==> src/dgpe_pkg.sv <==
// Shared types and constants of the dual-gradient pixel energy block.
// No dependencies; imported by dgpe_grad_acc and the top level of the block.
`default_nettype none

package dgpe_pkg;

  localparam int CHAN_W   = 8;
  localparam int PIX_W    = 3 * CHAN_W;
  localparam int COORD_W  = 6;
  localparam int SIZE_W   = 7;
  localparam int ENERGY_W = 19;
  localparam int MIN_SPAN = 3;

  // Request kinds carried in s_tuser.
  localparam logic FUNC_WRITE = 1'b0;
  localparam logic FUNC_QUERY = 1'b1;

  // Register selector: bit 2 of the byte address.
  localparam logic REG_WIDTH  = 1'b0;
  localparam logic REG_HEIGHT = 1'b1;

  localparam logic [SIZE_W-1:0] SIZE_RESET = 7'd64;

  // Control of the shared squared-difference accumulator.
  typedef struct packed {
    logic clear;
    logic step;
  } acc_ctrl_t;

endpackage

`default_nettype wire

==> src/dgpe_grad_acc.sv <==
// Shared unit: squares the difference of one colour channel pair and adds it
// to a running energy sum. Depends on dgpe_pkg.
`default_nettype none

module dgpe_grad_acc
  import dgpe_pkg::*;
(
  input  wire logic                clk,
  input  wire acc_ctrl_t           ctrl,
  input  wire logic [CHAN_W-1:0]   chan_a,
  input  wire logic [CHAN_W-1:0]   chan_b,
  output logic      [ENERGY_W-1:0] energy
);

  logic [CHAN_W-1:0]   diff;
  logic [2*CHAN_W-1:0] square;

  always_comb begin
    diff   = (chan_a > chan_b) ? (chan_a - chan_b) : (chan_b - chan_a);
    square = diff * diff;
  end

  always_ff @(posedge clk) begin
    if (ctrl.clear) begin
      energy <= '0;
    end else if (ctrl.step) begin
      energy <= energy + ENERGY_W'(square);
    end
  end

endmodule

`default_nettype wire

==> config.mk <==
export PLATFORM = sky130hd
export DESIGN_NAME = dgpe_grad_acc
export DESIGN_NICKNAME = d
export VERILOG_FILES = /design/src/dgpe_pkg.sv /design/src/dgpe_grad_acc.sv
export SDC_FILE = /design/constraint.sdc
export NUM_CORES = 1
export LEC_CHECK = 0
export BUFFER_PORTS_ARGS = -buffer_cell sky130_fd_sc_hd__buf_4
export CORE_AREA = 2 2 68 119
export DETAILED_ROUTE_END_ITERATION = 7
export DIE_AREA = 0 0 70 121
export GPL_ROUTABILITY_DRIVEN = 0
export PLACE_DENSITY = 0.68
export SETUP_SLACK_MARGIN = 0.05
export SYNTH_ARGS = -nofsm -noshare
export SYNTH_HDL_FRONTEND = slang
export SYNTH_SLANG_ARGS = --single-unit
==> constraint.sdc <==
create_clock -name clk -period 11.9 [get_ports clk]
set_input_delay 1.19 -clock clk [delete_from_list [all_inputs] [get_ports clk]]
set_output_delay 1.19 -clock clk [all_outputs]
set_load 0.01 [all_outputs]
==> run summary <==
The flow ran to the end, and the final reports show no timing, DRC or antenna violations. The total setup violations reported at the end of the flow came out at 0. The largest fanout on the critical path is 9. The die area came out at around 8500 sq um.

The remaining antenna violation count after routing is 0. The worst hold path stage count is 2. The summed negative setup slack over all endpoints is 0 ps. The boundary pin count came out at 38.

The startpoint identified for the worst hold timing path is energy[2]$_SDFFE_PP0P_. The worst register-to-register path ends at energy[11]$_SDFFE_PP0P_. The cell sitting at the root of the clock tree is a sky130_fd_sc_hd__clkbuf_16. The proportion of synthesized chip area in sequential cells came out at 10.3%. The final antenna diode count is 0. Synthesis inferred 19 register bits. The largest registers in the layout are energy: 19 flops. The slew of the pin with the lowest slew margin is 845 ps.

The number of enable flip-flop cells after synthesis is 0. The starting density of the core came out at 49.4%. Clock latency on the worst-skew pair, taken at its later pin, is 250 ps. The maximum clock rate came out at 0.137 GHz.

The number of hold-repair buffers added at the cts stage came out at 0. The total of max-cap violations is 0. In this run the worst setup path begins at chan_a[0].

The worst register-to-register path has a depth of 15. TritonCTS built the clock tree. On the critical path the largest part of the delay comes from adder cells. The dominant cell type by count on the critical path is sky130_fd_sc_hd__inv_1. The worst-case headroom to the max-slew limit came out at a little over two fifths. After layout, the worst path uses 61.2% of the clock period. Counting flops per register, the top entry is energy.

The via count of the first global-routing pass came out at 2950. The overall track demand over capacity in global routing came out at 19.7%. The flip-flop count of the largest register, all copies and words added is 19. Prior to clock tree synthesis, the placed netlist has a worst setup slack of between 4000 and 5000 ps. Global routing finished with a remaining overflow of 0. Entering global routing, the biggest net connects 33 pins. The number of hold-slack violations in the final timing report was 0. For hold timing, the worst endpoint is energy[2]$_SDFFE_PP0P_. After filler insertion, the fill cell instance count of the layout stands at 730. The smallest hold slack came out at about 530 ps. After detailed routing, the average wire length per cell comes to 13.9 um. The number of nets in the layout came out at 585. The post-detailed-route via-to-cell ratio came out at approximately 5.4. The iteration count of the initial detailed-routing pass is 5. The CTS sink count is 19. The number of nets in the synthesized netlist is 555. The worst-case clock skew came out at 1.56 ps. The kind of launch point of the worst setup path is an input pin. The residual DRC count is 0. The number of warnings printed during yosys synthesis came out at 0.

STA classifies the critical path endpoint as a flop. The worst-case register-to-register setup slack is 7560 ps. The total wire length after detailed routing is 7750 um. The prevailing post-synth register cell is sky130_fd_sc_hd__dfxtp_1.

The data required time at the worst endpoint came out at 12040 ps. In the final layout, flip-flops and latches occupy roughly 380 sq um. The number of setup buffers added after CTS is 0.

The global-route wire length before repair is 13500 um. The number of levels in the clock H-tree is 1. Once detailed placement completed, the half-perimeter wirelength came to 6590 um.

The startpoint identified for the worst register-to-register timing path is energy[7]$_SDFFE_PP0P_. The multi-input combinational cell area is 2880 sq um. The area growth from synthesis to layout is 10.9%. In this run the mean area of a mapped cell was 8.40 sq um. The post-layout worst setup margin came out at 4620 ps. The clock passes through at most 2 buffers. The largest stage delay on the critical path is 670 ps. The post-cts gate resize count came out at 0.

The number of buffers added by the clock tree synthesis step is 3. The combined buffer and inverter count along the critical path is 7. After synthesis the cells add up to 3690 sq um. For this run, asynchronously set or reset flops after synthesis account for 0%. The worst setup path is of the input pin to flop kind. Setup repair after global routing left no endpoint under its margin.

At the end of the flow the core is filled with cells to 54.8%. The clock transition at the registers of the reported paths came out at 60 ps. The depth of the critical timing path with buffers and inverters included came out at 27. The first routing iteration left around 160 violations. The routed layout has about 3000 vias. The ratio of cells with drive above 1 in the final layout came out at 12.4%. The time the worst path needs with I/O delays and setup is 7280 ps. The count of standard-cell rows came out at 42.

The chip height is 121 um. The count of port buffers added during placement is 37. The number of max-slew violations in the final report came out at 0.

The core outline area is 7460 sq um. The kind of path behind the tightest hold check is flop to flop. The number of antenna violations at the first check in global routing came out at 0. On the critical path, the stage with the largest delay is an instance of sky130_fd_sc_hd__xor2_1. The die extent in x is 70 um. The count of unique library cells instantiated by Yosys is 52. The arrival time reported for the critical path endpoint is roughly 7400 ps.

The synthesized instance count is 439.
[metal layers]
layer,vias to the layer above,part of all wire (%),global-route usage [%]
li1,1466,-,-
met1,1474,37,22.3
met2,64,58,38.1
met3,12,2.7,2.08
met4,0,2.7,5.41
met5,-,0,0
[synthesized netlist by cell type (3+ instances only)]
cell	instances	area [sq um]
sky130_fd_sc_hd__a211oi_1	3	22.5
sky130_fd_sc_hd__a21o_1	7	52.6
sky130_fd_sc_hd__a21oi_1	22	110
sky130_fd_sc_hd__a221o_1	3	30.0
sky130_fd_sc_hd__a31oi_1	6	37.5
sky130_fd_sc_hd__buf_1	3	11.3
sky130_fd_sc_hd__clkbuf_1	4	15.0
sky130_fd_sc_hd__dfxtp_1	19	380
sky130_fd_sc_hd__fa_1	41	821
sky130_fd_sc_hd__ha_1	56	701
sky130_fd_sc_hd__inv_1	96	360
sky130_fd_sc_hd__mux2i_1	15	150
sky130_fd_sc_hd__nand2_1	21	78.8
sky130_fd_sc_hd__nand2b_1	5	31.3
sky130_fd_sc_hd__nand3_1	3	15.0
sky130_fd_sc_hd__nand4_1	3	18.8
sky130_fd_sc_hd__nor2_1	47	176
sky130_fd_sc_hd__nor2b_1	7	43.8
sky130_fd_sc_hd__o21ai_0	15	75.1
sky130_fd_sc_hd__o21bai_1	4	30.0
sky130_fd_sc_hd__or2_2	4	25.0
sky130_fd_sc_hd__xnor2_1	9	78.8
sky130_fd_sc_hd__xor2_1	5	43.8
[worst reg2reg max path, stage by stage (launching register included)]
cell and delay (ps):
sky130_fd_sc_hd__dfxtp_1 360, sky130_fd_sc_hd__inv_1 80, sky130_fd_sc_hd__fa_1 540, sky130_fd_sc_hd__inv_1 60, sky130_fd_sc_hd__fa_1 460, sky130_fd_sc_hd__fa_1 480, sky130_fd_sc_hd__inv_1 50, sky130_fd_sc_hd__fa_1 570
sky130_fd_sc_hd__inv_1 60, sky130_fd_sc_hd__ha_1 340, sky130_fd_sc_hd__o21ai_0 170, sky130_fd_sc_hd__a21oi_1 80, sky130_fd_sc_hd__or2_2 310, sky130_fd_sc_hd__a31oi_1 220, sky130_fd_sc_hd__mux2_2 350, sky130_fd_sc_hd__a21oi_1 130
[cell families after synthesis]
| kind of cell | synth area share (%) |
|---|---|
| adder cells (fa/ha/maj) | 41.3 |
| AO/OA/AOI/OAI | 13.3 |
| flip-flops | 10.3 |
| XOR/XNOR | 5.09 |
| AND/OR/NAND/NOR | 13.3 |
| buffers and inverters | 11.6 |
| multiplexers | 5.06 |
[worst max path at each step]
stage / end / slack, ps
4_1_cts: energy[18]$_SDFFE_PP0P_ / 4580
5_1_grt: energy[18]$_SDFFE_PP0P_ / 4000
3_5_place_dp: energy[18]$_SDFFE_PP0P_ / 4330
6_report: energy[18]$_SDFFE_PP0P_ / 4620
3_3_place_gp: energy[18]$_SDFFE_PP0P_ / 4360
2_1_floorplan: energy[11]$_SDFFE_PP0P_ / 4970
[area by class of cell]
cell class | count | share of cell area, %
multi-input combinational | 312 | 70.4
sequential | 19 | 9.31
inverter | 96 | 8.82
timing repair buffer | 37 | 6.80
tap | 88 | 2.69
clock buffer | 3 | 1.84
clock inverter | 1 | 0.122
[per-stage QoR]
stage	area, sq um	std cells
floorplan	3690	439
detailed placement	4010	552
finish	4090	556
CTS	4090	556
global placement	4010	552
global route	4090	556
[cell usage in the layout, fill, tap and decap left out, types with 3 or more instances in the layout]
| master | instances |
|---|---|
| sky130_fd_sc_hd__dfxtp_1 | 19 |
| sky130_fd_sc_hd__nor2_1 | 47 |
| sky130_fd_sc_hd__ha_1 | 56 |
| sky130_fd_sc_hd__xor2_1 | 5 |
| sky130_fd_sc_hd__or2_2 | 4 |
| sky130_fd_sc_hd__o21bai_1 | 4 |
| sky130_fd_sc_hd__nand2b_1 | 5 |
| sky130_fd_sc_hd__inv_1 | 96 |
| sky130_fd_sc_hd__xnor2_1 | 9 |
| sky130_fd_sc_hd__a21oi_1 | 22 |
| sky130_fd_sc_hd__a21o_1 | 7 |
| sky130_fd_sc_hd__nand2_1 | 21 |
| sky130_fd_sc_hd__nor2b_1 | 7 |
| sky130_fd_sc_hd__a221o_1 | 3 |
| sky130_fd_sc_hd__clkbuf_16 | 3 |
| sky130_fd_sc_hd__mux2i_1 | 15 |
| sky130_fd_sc_hd__fa_1 | 41 |
| sky130_fd_sc_hd__nand3_1 | 3 |
| sky130_fd_sc_hd__o21ai_0 | 15 |
| sky130_fd_sc_hd__nand4_1 | 3 |
| sky130_fd_sc_hd__a31oi_1 | 6 |
| sky130_fd_sc_hd__buf_4 | 37 |
| sky130_fd_sc_hd__a211oi_1 | 3 |
Power is left out: the tool's default activity adds up to more than one toggle a clock period on the data nets, which glitch-free logic cannot reach.
